==> config.mk <==
export PLATFORM = sky130hd
export DESIGN_NAME = mf3_sort3
export DESIGN_NICKNAME = d
export VERILOG_FILES = /design/src/hdl/mf3_pkg.sv /design/src/hdl/mf3_sort3.sv
export SDC_FILE = /design/constraint.sdc
export NUM_CORES = 1
export LEC_CHECK = 0
export BUFFER_PORTS_ARGS = -buffer_cell sky130_fd_sc_hd__buf_2
export CORE_ASPECT_RATIO = 2
export CORE_UTILIZATION = 49
export DETAILED_ROUTE_END_ITERATION = 8
export PLACE_DENSITY_LB_ADDON = 0.05
export REMOVE_ABC_BUFFERS = 1
export SYNTH_ARGS = -nofsm -noshare
export SYNTH_HDL_FRONTEND = slang
export SYNTH_SLANG_ARGS = --single-unit
==> constraint.sdc <==
create_clock -name vclk -period 4.4
set_input_delay 0.88 -clock vclk [all_inputs]
set_output_delay 0.88 -clock vclk [all_outputs]
set_load 0.02 [all_outputs]
==> src/hdl/mf3_pkg.sv <==
package mf3_pkg;

  // Pixel width is fixed by the stream's pixel field.
  localparam int PIXEL_BITS = 8;

  // Largest frame height that the row counter supports.
  localparam int ROW_LIMIT = 4096;

  // Widths of the configuration registers and the position fields.
  localparam int COLS_REG_BITS = 12;
  localparam int ROWS_REG_BITS = 13;
  localparam int ROW_BITS      = 12;
  localparam int COL_BITS      = 11;

  // Configuration write port.
  localparam int CFG_INDEX_BITS = 2;
  localparam int CFG_DATA_BITS  = 16;
  localparam logic [CFG_INDEX_BITS-1:0] CFG_IMAGE_COLS = 2'd0;
  localparam logic [CFG_INDEX_BITS-1:0] CFG_IMAGE_ROWS = 2'd1;

  typedef logic [PIXEL_BITS-1:0] pix_t;

  // One window column, sorted from the smallest to the largest value.
  typedef struct packed {
    pix_t hi;
    pix_t md;
    pix_t lo;
  } col_t;

  // Bookkeeping that travels down the pipeline beside each request.
  typedef struct packed {
    logic                emit;
    logic                last;
    logic [ROW_BITS-1:0] row;
    logic [COL_BITS-1:0] col;
  } tag_t;

  // One filtered result.
  typedef struct packed {
    logic                last;
    logic [COL_BITS-1:0] col;
    logic [ROW_BITS-1:0] row;
    pix_t                median;
  } res_t;

  function automatic pix_t min3(pix_t a, pix_t b, pix_t c);
    pix_t m;
    m = (a < b) ? a : b;
    return (m < c) ? m : c;
  endfunction

  function automatic pix_t max3(pix_t a, pix_t b, pix_t c);
    pix_t m;
    m = (a > b) ? a : b;
    return (m > c) ? m : c;
  endfunction

  function automatic pix_t med3(pix_t a, pix_t b, pix_t c);
    pix_t lo;
    pix_t hi;
    lo = (a < b) ? a : b;
    hi = (a < b) ? b : a;
    if (c <= lo) begin
      return lo;
    end else if (c >= hi) begin
      return hi;
    end else begin
      return c;
    end
  endfunction

endpackage

==> src/hdl/mf3_sort3.sv <==
// Sorts the three pixels of one incoming window column.
module mf3_sort3 (
  input  mf3_pkg::pix_t top_i,
  input  mf3_pkg::pix_t mid_i,
  input  mf3_pkg::pix_t bot_i,
  output mf3_pkg::col_t col_o
);

  always_comb begin
    col_o.lo = mf3_pkg::min3(top_i, mid_i, bot_i);
    col_o.md = mf3_pkg::med3(top_i, mid_i, bot_i);
    col_o.hi = mf3_pkg::max3(top_i, mid_i, bot_i);
  end

endmodule

==> results.sh, run 1 <==
export IMPL_grtUsageTotal=0.700
export IMPL_syn_area_um2=1430
export IMPL_ioPinCount=48
export IMPL_lastStage="5_1_grt"
export IMPL_dp_hpwl_um=4040
export IMPL_routabilityCongestion=0.867
export IMPL_grt_pass1_wl_um=15400
export IMPL_netlist_area_leader_share=0.280
export IMPL_dp_slack_ns=-0.761
export IMPL_status="aborted with a tool error"
export IMPL_yosysUniqueCellTypes=40
export IMPL_error="[ERROR GRT-0116] Global routing finished with congestion. Check the congestion regions in the DRC Viewer."
export IMPL_grt_overflow=20
export IMPL_hold_buffers=0
export IMPL_netlist_top_cells_area="ha_1, mux2i_1, mux2_2"
export IMPL_die_h_um=78.4
export IMPL_rows=27
export IMPL_io_buffers=48
export IMPL_yosys_area_top_type="ha_1"
export IMPL_syn_inst=166
export IMPL_ys_seq_area_frac=0
export IMPL_grt_max_degree=9
export IMPL_dp_cells=276
export IMPL_grt_pass1_vias=2585
export IMPL_die_w_um=40.2
export IMPL_yosys_warnings=0
export IMPL_start_util=0.516
export IMPL_avgSynthCellArea_um2=8.62
## cell usage after synthesis, drive strengths merged (2+ instances only)
cell type / number
inv: 18
a21oi: 12
mux2i: 17
ha: 32
nand4: 4
nand2: 18
nor2b: 2
o21ai: 14
nor2: 3
mux2: 16
a21o: 2
o22ai: 2
o221a: 8
buf: 3
and4: 2
## layer usage
metal	overflow	global-route usage
met1	1	0.699
met2	13	0.876
met3	1	0.480
met4	5	0.700
met5	0	0
## logic make-up after synthesis
logic type / count (synthesis) / synth area share
compound gates: 43 / 0.239
fa+ha+maj: 32 / 0.280
buf+inv: 21 / 0.0639
mux: 33 / 0.250
simple gates: 37 / 0.167
## through the flow
stage	util	hold WS, ns	area (µm²)
after floorplan	-	1.94	1410
after global placement	0.705	2.16	1950
after detailed placement	0.705	2.17	1950
after CTS	0.947	2.15	2620
## what timing repair did
| item | CTS |
|---|---|
| cloned | 2 |
| buffers inserted | 14 |
| setup endpoints to repair | 24 |
| resized for setup | 117 |
| pin swaps | 39 |
==> run 2, diff against run 1 <==
--- a/config.mk
+++ b/config.mk
@@ -6,10 +6,10 @@
 export NUM_CORES = 1
 export LEC_CHECK = 0
 export BUFFER_PORTS_ARGS = -buffer_cell sky130_fd_sc_hd__buf_2
-export CORE_ASPECT_RATIO = 2
-export CORE_UTILIZATION = 49
+export CORE_AREA = 2 2 63 65
 export DETAILED_ROUTE_END_ITERATION = 8
-export PLACE_DENSITY_LB_ADDON = 0.05
+export DIE_AREA = 0 0 65 67
+export PLACE_DENSITY_LB_ADDON = 0.15
 export REMOVE_ABC_BUFFERS = 1
 export SYNTH_ARGS = -nofsm -noshare
 export SYNTH_HDL_FRONTEND = slang
==> constraint.sdc (replaced) <==
create_clock -name vclk -period 5.7
set_input_delay 1.14 -clock vclk [all_inputs]
set_output_delay 1.14 -clock vclk [all_outputs]
set_load 0.02 [all_outputs]
==> run 2 against run 1 <==
Against the previous run: the run now ends clean; area after synthesis unchanged; synthesized cell count unchanged.
==> results.sh, run 2 <==
export IMPL_switchingPower_uw=192
export IMPL_combinationalPowerShare=1.000
export IMPL_power_density_nw_per_um2=188
export IMPL_drive_gt1_frac=0.404
export IMPL_ys_seq_area_frac=0
export IMPL_dr_pass1_iters=4
export IMPL_start_util=0.397
export IMPL_die_w_um=65
export IMPL_routabilityCongestion=0.856
export IMPL_grtUsageTotal=0.186
export IMPL_wl_met3_um=201
export IMPL_hold_viol=0
export IMPL_cp_end_kind="output port"
export IMPL_crit_path_cell_trace="buf_2 > inv_1 > ha_1 > nor2b_1 > o211ai_2 > a21oi_4 > nor2_8 > mux2i_2 > ha_1 > a211oi_2 > nor2_2 > nor4bb_4 > or2_4 > buf_4 > mux2_2 > buf_2"
export IMPL_layout_commonest_cell="buf_2"
export IMPL_seq_cell_count=0
export IMPL_ff_latch_area_um2=0
export IMPL_synth_most_common_cell="ha_1"
export IMPL_grt_max_degree=16
export IMPL_layout_nets=281
export IMPL_seqPwrFrac=0
export IMPL_finalSetupViolations=0
export IMPL_fin_cells=271
export IMPL_path_class="in -> out"
export IMPL_drcViolationCount=0
export IMPL_routed_wl_um=4060
export IMPL_num_clock_buffers=0
export IMPL_grt_pass1_wl_um=6500
export IMPL_dp_cells=266
export IMPL_topRoutingLayerUsed="met4"
export IMPL_yosys_area_top_type="ha_1"
export IMPL_ant_nets=0
export IMPL_rows=22
export IMPL_ys_top_cells_by_count="ha_1, inv_1, nand2_1"
export IMPL_status="complete, no violations"
export IMPL_antenna_found_initial=0
export IMPL_min_path_type="in -> out"
export IMPL_fin_setup_tns_ns=0
export IMPL_cp_required_ns=4.56
export IMPL_ioPinCount=48
export IMPL_cp_slowest_cell="nor4bb_4"
export IMPL_internal_power_uw=148
export IMPL_drt_met1_wl_um=1870
export IMPL_via_count=1504
export IMPL_hold_buffers=0
export IMPL_die_area_um2=4360
export IMPL_drt_iter0_drc=75
export IMPL_syn_inst=166
export IMPL_avgSynthCellArea_um2=8.62
export IMPL_layout_common_cells="buf_2, ha_1, nand2_1, inv_1, mux2i_1"
export IMPL_die_h_um=67
export IMPL_dp_slack_ns=0.0619
export IMPL_power_uw=340
export IMPL_yosys_warnings=0
export IMPL_p_leak_uw=0.000946
export IMPL_worst_slack_ns=0.218
export IMPL_netlist_area_leader_share=0.280
export IMPL_via_per_inst=5.55
export IMPL_core_um2=3610
export IMPL_syn_area_um2=1430
export IMPL_drv_cap=0
export IMPL_n_antenna_cell=0
export IMPL_ir_drop_uv=123
export IMPL_yosysUniqueCellTypes=40
export IMPL_worst_path_buf_inv=4
export IMPL_crit_family="simple AND/OR/NAND/NOR gates"
export IMPL_period_share=0.962
export IMPL_dp_hpwl_um=3450
export IMPL_fmax_ghz=0.182
export IMPL_drv_slew=0
export IMPL_wl_per_cell_um=15.0
export IMPL_min_period_ns=5.48
export IMPL_synthToLayoutAreaGrowth_pct=26.3
export IMPL_netlist_top_cells_area="ha_1, mux2i_1, mux2_2"
export IMPL_wl_met2_um=1960
export IMPL_grt_overflow=0
export IMPL_switching_share=0.565
export IMPL_rsz0062_at_grt="true"
export IMPL_worstPathMaxFanout=15
export IMPL_grt_pass1_vias=1424
export IMPL_arrival_ns=4.34
export IMPL_slew_headroom=0.681
export IMPL_power_frac_clock=0
export IMPL_slowest_delay_ns=0.36
export IMPL_io_buffers=48
export IMPL_tightest_slew_ns=0.479
export IMPL_critPathLaunchType="input pin"
## run 2: kinds of logic after synthesis
family | synth area share
AO/OA/AOI/OAI | 0.239
AND/OR/NAND/NOR | 0.167
multiplexers | 0.250
adder cells (fa/ha/maj) | 0.280
buffers and inverters | 0.0639
## run 2: layer usage
metal,global-route usage,vias to the layer above
li1,-,755
met1,0.233,701
met2,0.360,44
met3,0.00676,4
met4,0.0213,0
met5,0,-
## run 2: what timing repair did
item / 4_1_cts / 5_1_grt
setup endpoints to repair: 0 / 23
setup buffers: 0 / 4
resized for setup: 0 / 2
## run 2: cell type report
cell class                      instances  area [µm²]
Fill cell                             374        1800
Multi-Input combinational cell        146        1360
Timing Repair Buffer                   59         323
Inverter                               18        67.6
Tap cell                               48        60.1
## run 2: worst paths after layout
| kind | start | endpoint | slack [ns] | cells past startpoint |
|---|---|---|---|---|
| hold / removal | bot_i[6] | col_o[6] | 2.69 | 4 |
| setup / recovery | mid_i[1] | col_o[0] | 0.22 | 16 |
## run 2: power by group through the flow
stage	sequential (µW)	combinational (µW)	clock, µW
floorplan	0	225	0
global placement	0	321	0
detailed placement	0	328	0
CTS	0	330	0
global route	0	372	0
finish	0	340	0
## run 2: metrics by stage
stage | hold WS [ns] | cell area, µm² | utilization
global route | 2.72 | 1810 | 0.501
global placement | 2.68 | 1760 | 0.488
finish | 2.69 | 1810 | 0.501
floorplan | 2.46 | 1410 | -
detailed placement | 2.69 | 1760 | 0.488
CTS | 2.69 | 1760 | 0.488
## run 2: tightest hold or removal path, cell delays in order
cell	delay, ns
buf_2	0.14
nand2_1	0.06
o21ai_0	0.06
buf_2	0.15
Note: power is estimated with default switching activity, not from simulation.
==> run 3, diff against run 2 <==
==> constraint.sdc (replaced) <==
create_clock -name vclk -period 4.8
set_input_delay 0.96 -clock vclk [all_inputs]
set_output_delay 0.96 -clock vclk [all_outputs]
set_load 0.02 [all_outputs]
==> run 3 against run 2 <==
Against the previous run: the flow now finishes with violations (setup timing); routed wire length rose by 32%; critical path depth increased by 1; clock-buffer cell count did not move; global-route usage rose by 6.9 points; via count grew 16%; total power is 83% higher; combinational power increased by 83%; sequential share of layout area did not move; sequential cell count unchanged; final area is 49% higher; die area stayed put; first-iteration DRC count grew 6.7%; critical path type unchanged; highest routed layer unchanged.
==> results.sh, run 3 (synthesized netlist as in run 2, its figures left out) <==
export IMPL_antenna_found_initial=0
export IMPL_finalSetupViolations=24
export IMPL_worstPathMaxFanout=8
export IMPL_num_clock_buffers=0
export IMPL_drv_slew=0
export IMPL_seq_cell_count=0
export IMPL_rsz0062_at_grt="true"
export IMPL_dr_pass1_iters=4
export IMPL_tightest_slew_ns=0.343
export IMPL_arrival_ns=4.06
export IMPL_critPathLaunchType="input pin"
export IMPL_p_leak_uw=0.00130
export IMPL_grt_pass1_vias=1873
export IMPL_final_util=0.745
export IMPL_via_count=1746
export IMPL_status="finished with violations"
export IMPL_wl_per_cell_um=17.0
export IMPL_io_buffers=48
export IMPL_die_w_um=65
export IMPL_dp_hpwl_um=3610
export IMPL_drive_gt1_frac=0.629
export IMPL_hold_buffers=0
export IMPL_path_class="in -> out"
export IMPL_grt_overflow=0
export IMPL_min_path_type="in -> out"
export IMPL_core_um2=3610
export IMPL_min_period_ns=5.02
export IMPL_drv_cap=0
export IMPL_period_share=1.05
export IMPL_slew_headroom=0.767
export IMPL_drcViolationCount=0
export IMPL_worst_slack_ns=-0.217
export IMPL_via_per_inst=5.54
export IMPL_power_uw=622
export IMPL_n_antenna_cell=0
export IMPL_power_density_nw_per_um2=232
export IMPL_die_area_um2=4360
export IMPL_synthToLayoutAreaGrowth_pct=87.8
export IMPL_whs_ns=2.32
export IMPL_ff_latch_area_um2=0
export IMPL_ioPinCount=48
export IMPL_grt_max_degree=9
export IMPL_drt_iter0_drc=80
export IMPL_cp_end_kind="output port"
export IMPL_fill_cells=269
export IMPL_hold_viol=0
export IMPL_cp_required_ns=3.84
export IMPL_layout_common_cells="buf_4, buf_6, buf_2"
export IMPL_grtUsageTotal=0.256
export IMPL_routabilityCongestion=0.862
export IMPL_grt_pass1_wl_um=8720
export IMPL_ir_drop_uv=124
export IMPL_violations="setup timing"
export IMPL_start_util=0.397
export IMPL_layout_nets=325
export IMPL_routed_wl_um=5340
export IMPL_fmax_ghz=0.199
export IMPL_die_h_um=67
export IMPL_layout_commonest_cell="buf_4"
export IMPL_ant_nets=0
export IMPL_rows=22
## run 3: cell count changes in the layout (fill, tap and decap cells not counted), sizes merged
cell	delta
buf	+44
## run 3: path summary, 6_finish.rpt
path | startpoint | endpoint | cells after the start
setup / recovery | mid_i[1] | col_o[15] | 17
hold / removal | bot_i[2] | col_o[2] | 4
## run 3: timing repair
action / 4_1_cts / 5_1_grt
cloned: 1 / 0
setup endpoints to repair: 24 / 24
pin swaps: 28 / 19
resized for setup: 104 / 18
setup buffers: 21 / 3
## run 3: where the power goes
part	total, µW	leakage [µW]	switching [µW]	internal, µW
sequential	0	0	0	0
clock	0	0	0	0
combinational	622	0.00130	297	326
total	622	0.00130	297	326
## run 3: final cells by class
class	instances	area, µm²	area share
well taps	48	60.1	0.0224
multi-input cells	146	1710	0.638
inverters	18	70.1	0.0261
repair buffers	103	842	0.314
## run 3: stage by stage
step | TNS, ns | cell area, µm² | setup slack, ns | instances
2_1_floorplan | -2.14 | 1410 | -0.239 | 163
3_3_place_gp | -6.06 | 2010 | -0.330 | 299
3_5_place_dp | -7.98 | 2010 | -0.416 | 299
4_1_cts | -2.90 | 2560 | -0.215 | 312
5_1_grt | -6.26 | 2690 | -0.328 | 315
6_report | -3.46 | 2690 | -0.217 | 315
## run 3: routing by layer
metal | share of wire | track usage
met5 | 0 | 0
met4 | 0.035 | 0.0851
met2 | 0.54 | 0.515
met3 | 0.046 | 0.0236
met1 | 0.38 | 0.274
## run 3: worst max-delay path, cell delays in order
cell and delay, ns:
buf_8 0.10, inv_4 0.05, ha_4 0.20, nor2b_4 0.12
o211ai_2 0.17, a21oi_4 0.12, nor2_4 0.22, buf_6 0.15
mux2i_4 0.26, ha_4 0.23, and4_4 0.19, nand4_1 0.17
o31ai_4 0.11, or2_4 0.28, mux2i_4 0.31, o221a_1 0.29
buf_6 0.13
