`src/hdl/mf3_pkg.sv`:
```
package mf3_pkg;

  // Pixel width is fixed by the stream's pixel field.
  localparam int PIXEL_BITS = 8;

  // Largest frame height that the row counter supports.
  localparam int ROW_LIMIT = 4096;

  // Widths of the configuration registers and the position fields.
  localparam int COLS_REG_BITS = 12;
  localparam int ROWS_REG_BITS = 13;
  localparam int ROW_BITS      = 12;
  localparam int COL_BITS      = 11;

  // Configuration write port.
  localparam int CFG_INDEX_BITS = 2;
  localparam int CFG_DATA_BITS  = 16;
  localparam logic [CFG_INDEX_BITS-1:0] CFG_IMAGE_COLS = 2'd0;
  localparam logic [CFG_INDEX_BITS-1:0] CFG_IMAGE_ROWS = 2'd1;

  typedef logic [PIXEL_BITS-1:0] pix_t;

  // One window column, sorted from the smallest to the largest value.
  typedef struct packed {
    pix_t hi;
    pix_t md;
    pix_t lo;
  } col_t;

  // Bookkeeping that travels down the pipeline beside each request.
  typedef struct packed {
    logic                emit;
    logic                last;
    logic [ROW_BITS-1:0] row;
    logic [COL_BITS-1:0] col;
  } tag_t;

  // One filtered result.
  typedef struct packed {
    logic                last;
    logic [COL_BITS-1:0] col;
    logic [ROW_BITS-1:0] row;
    pix_t                median;
  } res_t;

  function automatic pix_t min3(pix_t a, pix_t b, pix_t c);
    pix_t m;
    m = (a < b) ? a : b;
    return (m < c) ? m : c;
  endfunction

  function automatic pix_t max3(pix_t a, pix_t b, pix_t c);
    pix_t m;
    m = (a > b) ? a : b;
    return (m > c) ? m : c;
  endfunction

  function automatic pix_t med3(pix_t a, pix_t b, pix_t c);
    pix_t lo;
    pix_t hi;
    lo = (a < b) ? a : b;
    hi = (a < b) ? b : a;
    if (c <= lo) begin
      return lo;
    end else if (c >= hi) begin
      return hi;
    end else begin
      return c;
    end
  endfunction

endpackage

```
`src/hdl/mf3_col_cell.sv`:
```
// One column of the sliding window. On each shift it takes the column of
// its left neighbor and hands its own column on to the right.
module mf3_col_cell (
  input  logic          clk_i,
  input  logic          rst_ni,
  input  logic          shift_i,
  input  mf3_pkg::col_t col_i,
  output mf3_pkg::col_t col_o
);

  mf3_pkg::col_t col_q;
  mf3_pkg::col_t col_d;

  always_comb begin
    col_d = shift_i ? col_i : col_q;
  end

  always_ff @(posedge clk_i or negedge rst_ni) begin
    if (!rst_ni) begin
      col_q <= '0;
    end else begin
      col_q <= col_d;
    end
  end

  assign col_o = col_q;

endmodule

```
`config.mk`:
```
export PLATFORM = sky130hd
export DESIGN_NAME = mf3_col_cell
export DESIGN_NICKNAME = d
export VERILOG_FILES = /design/src/hdl/mf3_pkg.sv /design/src/hdl/mf3_col_cell.sv
export SDC_FILE = /design/constraint.sdc
export NUM_CORES = 1
export LEC_CHECK = 0
export BUFFER_PORTS_ARGS = -buffer_cell sky130_fd_sc_hd__buf_2
export CAP_MARGIN = 25
export CORE_MARGIN = 1.5
export CORE_UTILIZATION = 46
export CTS_BUF_LIST = sky130_fd_sc_hd__clkbuf_2 sky130_fd_sc_hd__clkbuf_4 sky130_fd_sc_hd__clkbuf_8
export DETAILED_ROUTE_END_ITERATION = 16
export PLACE_DENSITY_LB_ADDON = 0.2
export SLEW_MARGIN = 40
export SYNTH_ARGS = -nofsm -noshare
export SYNTH_HDL_FRONTEND = slang
export SYNTH_SLANG_ARGS = --single-unit
```
`constraint.sdc`:
```
create_clock -name clk_i -period 1 [get_ports clk_i]
set_input_delay 0.05 -clock clk_i [delete_from_list [all_inputs] [get_ports clk_i]]
set_output_delay 0.05 -clock clk_i [all_outputs]
set_load 0.05 [all_outputs]
```
== Word-level counts from Yosys, hierarchy flattened ==
Index checks and enable logic that the tools add are counted.

* Output and inout bits: 24
* Logic and storage cells: 3
* Input bits: 27
* Bits in registers: 24

== Depth between registers and ports, before layout ==
Gate-level depths: netlist of the first run.

* Word-level depth: 0
* Gate-level depth with buffers: 3
* Gate-level depth less buffers: 1

== Worst setup path after synthesis of the first run ==
Ideal clock, no wire load.

* Path kind: register to register
* Start point: register col_o[0] (netlist name)
* End point: register col_q, in the netlist col_o[0]
* Period minus slack after synthesis: 0.994 ns
* Stages on the path, launching flop included: 2
* Data arrival time: 0.869 ns
* Slack: 0.006 ns
* Required time: 0.875 ns
* Buffers on the path: 0
* Library setup time: 0.125 ns
* Cells stage by stage: dfrtp_1 mux2_4

{| class="wikitable"
|+ RTL lines
! element !! line !! text
|-
| to (signal assigned) || mf3_col_cell.sv:22 || <nowiki>col_q <= col_d;</nowiki>
|-
| to (decl) || mf3_col_cell.sv:11 || <nowiki>mf3_pkg::col_t col_q;</nowiki>
|}

== Worst setup path in the final report of the first run ==
* Start point: register col_q, in the netlist col_o[19]
* End point: output port col_o[19] (netlist name)

{| class="wikitable"
|+ RTL lines
! element !! line !! text
|-
| to (decl) || mf3_col_cell.sv:8 || <nowiki>output mf3_pkg::col_t col_o</nowiki>
|}

No word-level cell between the ends.

==> metrics, run 1 <==
cell family with the largest share of critical-path delay flip-flops; Max Transition Viols Final 0; final worst path period share 99.1%; Critical path destination col_o[19]; fraction of the core area covered by cells at the end of the flow 81.6%; Worst-Skew Late Latency 0.30 ns; Register-to-Register Setup Slack 0.19 ns; proportion of netlist area held by the largest area contributor 60.2%; worst slew pin tran 0.542 ns; Cell Pwr Density 1650 nW/µm²; Peak supply drop 1.21 mV; detailed-placement wirelength estimate 1.39 mm; startpoint of the most critical register-to-register path col_o[22]; critical path start-end classification flip-flop to primary output; routed length per instance 16.3 µm; CTS tree done; number of flip-flops under the largest register name 24; worst-case setup slack after placement 0.135 ns; crit path from col_o[19]; r2r endpoint col_o[22]; fraction of final layout cells sized beyond drive strength 1 62.0%; cells on worst reg2reg path 1; Die X 49.6 µm; Mapped Avg Cell Area 19.6 µm²; gate count after technology mapping 51; commonest cells after routing, fill and taps aside buf_2, dlygate4sd3_1, dfrtp_1, mux2_4, buf_4; standard cell core area 2000 µm²; detailed-routed wire length on met2 1.28 mm; number of inserted filler cells in the final layout 110; post-layout minimum cycle time 0.991 ns; buffer depth of the longest clock path 2; total vias in the final route 714; worst rel slew slack 63.9%; vertical die dimension 49.6 µm; DIE AREA 2460 µm²; worst min path class primary input to flip-flop; master of the slowest instance on the critical path dfrtp_1; CP cell instances clkbuf_4; kind of launch point of the worst setup path flip-flop; multi-input logic area 345 µm²; DRT met1 WL 1.10 mm; critical path data required time 0.95 ns; vias per inst 4.58; post-synthesis cell area 997 µm²; cell types with the largest area share after synthesis dfrtp_1, mux2_4, mux2_2; critical path fanouts, max 2; highest clock rate 1.01 GHz; Total Power 2.70 mW; slack of the critical path 0.00908 ns; highest routed metal layer met4; Num CTS Buffers 3; syn nets 78; residual antenna-violating net count after detailed routing 0; Max Clock Skew 0 ns; Final Hold Violating Endpoints 0; Final nets 157; final setup fails 0; clock net sink count 24; data arrival time at the worst-slack endpoint 0.94 ns; post-detailed-route DRC marker count 0; number of H-tree levels 1; CTS root buffer clkbuf_4; detailed router's first-iteration violation count 5; outcome finished clean; growth of design area from synthesis to finish 63.7%; GP Congestion 0.685; routed wire length 2.54 mm; Post-Layout Cell Count 156; remaining global-route overflow 0; via count of the first global-routing pass 767; maximum number of pins on one net before global-route repair 25; commonest non-fill, non-tap cell in the layout buf_2; wire length of the first global-routing pass 3.64 mm; leakage dissipation 0.829 nW; Max-cap violations 0; Clock transition at path regs 0.13 ns; antenna diode count 0; metal3 WL 140 µm; post-CTS setup-driven buffer insertion count 0; most area-hungry cell type in the Yosys netlist dfrtp_1; critical path endpoint category primary output; Bufs and invs on worst path 1; I/O pin count 51; Worst path max stage delay 0.41 ns; placed cell count 127; Buffers on Ports 50; Tot GR Track Use 19.6%; number of synthesized register bits 24; Detailed Routing Iterations Pass 1 4; number of cell rows 16; FF/Latch Area 601 µm²; number of warnings reported in the yosys synthesis log 0; count of cell types in the netlist 5; total stage count of the critical path 1; sequential fraction of the synthesis area 60.2%; antenna violations before repair 0; Initial Utilization 49.8%
final cells by class:
cell class	instances	share of cell area, %
multi-input cells	24	21.1
flip-flops and latches	24	36.8
repair buffers	77	36.8
clock buffers	3	1.38
clock inverters	1	1.84
well taps	27	2.07
report_power, final:
part / internal [mW] / switching, mW / total [mW]
Combinational: 0.370 / 0.509 / 0.879
Sequential: 1.07 / 0.0599 / 1.13
Clock: 0.405 / 0.287 / 0.691
Total: 1.84 / 0.856 / 2.70
cells by family (layout without fill, tap and decap cells):
group | count (synthesis) | after routing | synth area share, %
multiplexers | 24 | 24 | 34.6
flip-flops | 24 | 24 | 60.2
buffers and inverters | 3 | 81 | 5.14
timing repair:
| action | in CTS | in global routing |
|---|---|---|
| endpoints found under the setup margin | 4 | 20 |
| endpoints found under the hold margin | 48 | 0 |
| hold buffers | 25 | 0 |
| resized for setup | 4 | 36 |
metal layers:
layer / GRT usage, % / up-vias
met4: 5.56 / 0
li1: - / 332
met2: 32.0 / 34
met5: 0 / -
met1: 26.7 / 346
met3: 3.64 / 2
worst min-delay path by stage:
stage,start,endpoint,slack (ns),depth (start not counted)
after floorplan,rst_ni,col_o[0],-0.25,0
after global placement,rst_ni,col_o[17],0.05,1
after detailed placement,rst_ni,col_o[17],0.06,1
after CTS,shift_i,col_o[23],0.11,2
after global routing,shift_i,col_o[15],0.11,2
final,shift_i,col_o[23],0.11,2
Yosys cell counts:
cell type	number
buf_12	2
buf_6	1
dfrtp_1	24
mux2_2	4
mux2_4	20
stage by stage:
step | hold slack, ns | TNS (ns) | instance area, µm²
after floorplan | -0.246 | 0 | 997
after global placement | 0.0543 | 0 | 1270
after detailed placement | 0.0562 | 0 | 1270
after CTS | 0.111 | 0 | 1580
after global routing | 0.109 | -0.0751 | 1630
final | 0.113 | 0 | 1630
No activity file was read; power rests on OpenSTA's default activity.
==> run 2, diff against run 1 <==
--- a/config.mk
+++ b/config.mk
@@ -8,11 +8,11 @@
 export BUFFER_PORTS_ARGS = -buffer_cell sky130_fd_sc_hd__buf_2
 export CAP_MARGIN = 25
 export CORE_MARGIN = 1.5
-export CORE_UTILIZATION = 46
+export CORE_UTILIZATION = 49
 export CTS_BUF_LIST = sky130_fd_sc_hd__clkbuf_2 sky130_fd_sc_hd__clkbuf_4 sky130_fd_sc_hd__clkbuf_8
 export DETAILED_ROUTE_END_ITERATION = 16
 export PLACE_DENSITY_LB_ADDON = 0.2
-export SLEW_MARGIN = 40
+export SLEW_MARGIN = 0
 export SYNTH_ARGS = -nofsm -noshare
 export SYNTH_HDL_FRONTEND = slang
 export SYNTH_SLANG_ARGS = --single-unit
==> constraint.sdc (replaced) <==
create_clock -name clk_i -period 1.2 [get_ports clk_i]
set_input_delay 0.06 -clock clk_i [delete_from_list [all_inputs] [get_ports clk_i]]
set_output_delay 0.06 -clock clk_i [all_outputs]
set_load 0.05 [all_outputs]
==> run 2 against run 1 <==
Net effect: clock skew unchanged; via count decreased by 0.84%; critical endpoint is now col_o[6]; final area decreased by 5.9%; power decreased by 26%; critical path type unchanged; register-to-register slack improved by 0.21 ns; highest routed layer is now met3; largest cell class unchanged; clock power decreased by 41%.
==> metrics, run 2 (synthesized netlist as in run 1, its figures left out) <==
GP Congestion 0.686 (+0.15%); routed wire length 1.98 mm (-22%); CTS root buffer clkbuf_4; Worst path max stage delay 0.39 ns (-0.02 ns); RSZ-0062 raised after global routing false; growth of design area from synthesis to finish 54.1%; commonest non-fill, non-tap cell in the layout buf_2; data arrival time at the worst-slack endpoint 0.98 ns (+0.04 ns); antenna diode count 0 (unchanged); DIE AREA 2310 µm² (-5.8%); number of cell rows 16 (unchanged); Clock transition at path regs 0.13 ns (about the same); worst slew pin tran 0.514 ns (-0.0280 ns); Final Hold Violating Endpoints 0 (unchanged); via count of the first global-routing pass 678 (-12%); worst rel slew slack 65.7% (+1.9 points); slack of the critical path 0.163 ns (+0.154 ns); I/O pin count 51 (unchanged); sequential share of power 46.6% (+4.8 points); Peak supply drop 1.16 mV (-3.9%); Worst-Skew Late Latency 0.31 ns (about the same); P_sw 0.672 mW (-21%); final worst path period share 86.4%; Layout Cell Area excl Fill 1540 µm² (-5.9%); startpoint of the most critical register-to-register path col_o[6]; number of flip-flops under the largest register name 24 (unchanged); setup_tns 0 ns (unchanged); Buffers on Ports 50 (unchanged); Final nets 156 (-0.64%); part of the power in the clock network 20.5% (-5.1 points); CP cell instances buf_2; fraction of final layout cells sized beyond drive strength 1 61.7% (-0.30 points); clock net sink count 24 (unchanged); master of the slowest instance on the critical path dfrtp_1; wire length of the first global-routing pass 2.82 mm (-22%); Int Power 1.33 mW (-28%); routed length per instance 12.7 µm (-22%); number of inserted filler cells in the final layout 117 (+6.4%); detailed router's first-iteration violation count 9 (+4); Bufs and invs on worst path 1 (unchanged); fraction of the core area covered by cells at the end of the flow 79.1% (-2.4 points); share of total power in combinational logic 32.9% (+0.3 points); remaining global-route overflow 0 (unchanged); total vias in the final route 708 (-0.84%); outcome finished clean; Num CTS Buffers 3 (unchanged); Post-Layout Cell Count 155 (-0.64%); post-CTS setup-driven buffer insertion count 0 (unchanged); Total Power 2.00 mW (-26%); standard cell core area 1940 µm² (-3.0%); leakage dissipation 0.793 nW (-4.3%); vias per inst 4.57 (-0.20%); kind of launch point of the worst setup path flip-flop; total cell area at the placement stage 1250 µm² (-1.6%); Max Transition Viols Final 0 (unchanged); final setup fails 0 (unchanged); worst-case setup slack after placement 0.355 ns (+0.220 ns); critical path endpoint category primary output; crit path from col_o[6]; residual antenna-violating net count after detailed routing 0 (unchanged); commonest cells after routing, fill and taps aside buf_2, dlygate4sd3_1, dfrtp_1, mux2_4, mux2_2; critical path fanouts, max 2 (unchanged); buffer depth of the longest clock path 2 (unchanged); Initial Utilization 51.4% (+1.5 points); number of H-tree levels 1 (unchanged); Detailed Routing Iterations Pass 1 3 (-1); Cell Pwr Density 1300 nW/µm² (-21%); placed cell count 126 (-0.79%); cells on worst reg2reg path 1 (unchanged); Tot GR Track Use 18.4% (-1.2 points); Max-cap violations 0 (unchanged); total stage count of the critical path 1 (unchanged); post-layout minimum cycle time 1.04 ns; highest clock rate 0.965 GHz; vertical die dimension 48.1 µm (-2.9%); critical path data required time 1.14 ns (+0.19 ns); worst hold margin 0.238 ns (+0.125 ns); maximum number of pins on one net before global-route repair 25 (unchanged); Die X 48.1 µm (-2.9%); CTS tree done; proportion of total power due to net switching 33.6% (+1.9 points); worst min path class primary input to asynchronous set/reset pin; antenna violations before repair 0 (unchanged); Max Clock Skew 0 ns (unchanged); critical path start-end classification flip-flop to primary output; cell family with the largest share of critical-path delay flip-flops; post-detailed-route DRC marker count 0 (unchanged)
[run 2: cell count changes in the layout (fill, tap and decap cells not counted)]
cell       previous run  this run
buf_4                20         0
clkbuf_8              0         1
buf_12                2         1
clkbuf_4              7         3
buf_2                26        50
bufinv_16             1         0
[run 2: area by class of cell]
| type | count | area [µm²] | share of cell area [%] |
|---|---|---|---|
| flip-flops and latches | 24 | 601 | 39.1 |
| repair buffers | 76 | 520 | 33.9 |
| well taps | 27 | 33.8 | 2.20 |
| multi-input cells | 24 | 345 | 22.5 |
| clock buffers | 4 | 36.3 | 2.36 |
[run 2: metal layers]
layer / up-vias / global-route usage, % / share of wire [%]
met5: - / 0 / 0
met4: 0 / 4.86 / 0
met3: 0 / 5.93 / 4.6
met2: 28 / 33.1 / 51
met1: 350 / 21.1 / 44
li1: 330 / - / -
[run 2: worst paths after layout]
path	end	slack, ns
max	col_o[6]	0.16
min	col_o[3]	0.24
max reg2reg	col_o[6]	0.40
min reg2reg	col_o[15]	0.52
max in group asynchronous	col_o[9]	0.61
min in group clk_i	col_o[0]	0.25
[run 2: power by group through the flow]
stage	sequential, mW	combinational (mW)	clock [mW]
final	0.933	0.658	0.410
after global routing	0.945	0.693	0.455
after CTS	0.934	0.660	0.422
after detailed placement	0.947	0.598	0
after global placement	0.946	0.592	0
after floorplan	1.24	0.159	0
[run 2: timing repair]
action | in CTS | in global routing
gates resized for setup | 0 | 0
endpoints found under the hold margin | 48 | 0
hold buffers | 25 | 0
==> run 3, diff against run 2 <==
--- a/config.mk
+++ b/config.mk
@@ -6,12 +6,12 @@
 export NUM_CORES = 1
 export LEC_CHECK = 0
 export BUFFER_PORTS_ARGS = -buffer_cell sky130_fd_sc_hd__buf_2
-export CAP_MARGIN = 25
+export CAP_MARGIN = 20
 export CORE_MARGIN = 1.5
 export CORE_UTILIZATION = 49
 export CTS_BUF_LIST = sky130_fd_sc_hd__clkbuf_2 sky130_fd_sc_hd__clkbuf_4 sky130_fd_sc_hd__clkbuf_8
 export DETAILED_ROUTE_END_ITERATION = 16
-export PLACE_DENSITY_LB_ADDON = 0.2
+export PLACE_DENSITY = 0.85
 export SLEW_MARGIN = 0
 export SYNTH_ARGS = -nofsm -noshare
 export SYNTH_HDL_FRONTEND = slang
==> run 3 against run 2 <==
Net effect: non-clock buffer count is the same; clock skew is the same; sequential power is essentially flat; clock-buffer cell count shrank 1; global-route usage grew 0.50 points; sequential cell count is the same; first-iteration DRC count shrank 33%; sequential share of layout area shrank 0.41 points; register-to-register slack gained 0.02 ns; final area grew 1.1%.
==> metrics, run 3 (synthesized netlist as in run 1, its figures left out) <==
M2 GR Usage 36.0% (+2.9 points); worst hold margin 0.243 ns (+0.00493 ns); wire length of the first global-routing pass 2.92 mm (+3.4%); slack of the critical path 0.159 ns (-0.00454 ns); worst rel slew slack 65.4% (-0.30 points); fraction of final layout cells sized beyond drive strength 1 61.7% (unchanged); number of flip-flops under the largest register name 24 (unchanged); met1 track demand over resource in global routing 21.0% (-0.14 points); Bufs and invs on worst path 1 (unchanged); DIE AREA 2310 µm² (unchanged); highest clock rate 0.960 GHz (-0.44%); final setup fails 0 (unchanged); CTS tree done; worst slew pin tran 0.518 ns (+0.00457 ns); remaining global-route overflow 0 (unchanged); critical path start-end classification flip-flop to primary output; GP Congestion 0.579 (-16%); Max Clock Skew 0 ns (unchanged); buffer depth of the longest clock path 2 (unchanged); number of cell rows 16 (unchanged); number of H-tree levels 1 (unchanged); critical path endpoint category primary output; total vias in the final route 698 (-1.4%); Die X 48.1 µm (unchanged); Int Power 1.48 mW (+11%); P_sw 0.686 mW (+2.1%); Final nets 156 (unchanged); setup_tns 0 ns (unchanged); Initial Utilization 51.4% (unchanged); Max Transition Viols Final 0 (unchanged); critical path data required time 1.14 ns (about the same); Total Power 2.17 mW (+8.3%); worst min path class primary input to asynchronous set/reset pin; via count of the first global-routing pass 699 (+3.1%); Num CTS Buffers 3 (unchanged); master of the slowest instance on the critical path dfrtp_1; I/O pin count 51 (unchanged); share of total power in combinational logic 30.6% (-2.3 points); clock net sink count 24 (unchanged); commonest cells after routing, fill and taps aside buf_2, dlygate4sd3_1, dfrtp_1, mux2_4, mux2_2; Post-Layout Cell Count 155 (unchanged); cell family with the largest share of critical-path delay flip-flops; Buffers on Ports 50 (unchanged); r2r endpoint col_o[22]; antenna violations before repair 0 (unchanged); RSZ-0062 raised after global routing false; worst-case setup slack after placement 0.349 ns (-0.00655 ns); CTS root buffer clkbuf_4; Max-cap violations 0 (unchanged); busiest layer in global routing met2; vertical die dimension 48.1 µm (unchanged); part of the power in the clock network 26.4% (+5.9 points); critical path fanouts, max 2 (unchanged); proportion of total power due to net switching 31.7% (-1.9 points); residual antenna-violating net count after detailed routing 0 (unchanged); vias per inst 4.50 (-1.4%); Tot GR Track Use 18.9% (+0.50 points); Clock transition at path regs 0.14 ns (about the same); data arrival time at the worst-slack endpoint 0.98 ns (about the same); placed cell count 126 (unchanged); growth of design area from synthesis to finish 55.7%; number of inserted filler cells in the final layout 131 (+12%); CP cell instances buf_2; total cell area at the placement stage 1250 µm² (unchanged); routed length per instance 13.9 µm (+9.3%); detailed-placement wirelength estimate 1.24 mm; standard cell core area 1940 µm² (unchanged); maximum number of pins on one net before global-route repair 25 (unchanged); Final Hold Violating Endpoints 0 (unchanged); leakage dissipation 0.800 nW (+0.88%); Worst path max stage delay 0.39 ns (about the same); post-layout minimum cycle time 1.04 ns (+0.00454 ns); post-detailed-route DRC marker count 0 (unchanged); sequential share of power 43.0% (-3.6 points); Layout Cell Area excl Fill 1550 µm² (+1.1%); Worst-Skew Late Latency 0.29 ns (-0.02 ns); final worst path period share 86.8% (+0.38 points); detailed router's first-iteration violation count 6 (-3); met3 capacity usage during global routing 4.44% (-1.5 points); antenna diode count 0 (unchanged); cells on worst reg2reg path 1 (unchanged); Register-to-Register Setup Slack 0.42 ns (+0.02 ns); routed wire length 2.16 mm (+9.3%); kind of launch point of the worst setup path flip-flop; Peak supply drop 1.33 mV (+14%); fraction of the core area covered by cells at the end of the flow 80.0% (+0.84 points); outcome finished clean; Detailed Routing Iterations Pass 1 3 (unchanged); startpoint of the most critical register-to-register path col_o[22]; Cell Pwr Density 1400 nW/µm² (+7.2%); commonest non-fill, non-tap cell in the layout buf_2
[run 3: changes by cell type in the layout (fill, tap and decap cells not counted)]
cell / before / now
bufinv_16: 0 / 1
clkbuf_8: 1 / 0
[run 3: layout make-up]
cell class              instances  area [µm²]  share of cell area, %
repair buffers                 76         520                   33.5
clock inverters                 1        30.0                   1.93
well taps                      27        33.8                   2.18
multi-input cells              24         345                   22.2
flip-flops and latches         24         601                   38.7
clock buffers                   3        22.5                   1.45
[run 3: power by group through the flow]
stage | combinational [mW] | sequential, mW | clock [mW]
floorplan | 0.159 | 1.24 | 0
global placement | 0.590 | 0.944 | 0
detailed placement | 0.598 | 0.947 | 0
CTS | 0.663 | 0.931 | 0.580
global route | 0.695 | 0.942 | 0.610
finish | 0.663 | 0.933 | 0.572
[run 3: how the worst max path moves through the flow]
stage,start,to,slack [ns],cells after the start
4_1_cts,col_o[17],col_o[17],0.18,1
6_report,col_o[22],col_o[22],0.16,1
2_1_floorplan,col_o[0],col_o[0],0.21,1
3_5_place_dp,shift_i,col_o[7],0.35,3
3_3_place_gp,shift_i,col_o[23],0.37,3
5_1_grt,col_o[8],col_o[8],0.13,1
[run 3: timing repair]
action	CTS	global route
resized for setup	0	0
hold endpoints to repair	48	0
buffers inserted	0	0
hold buffers	25	0
[run 3: metal layers]
layer,wire length (µm),part of all wire [%]
met5,0,0
met3,63,2.9
met1,852,39
met2,1230,57
met4,12,0.56
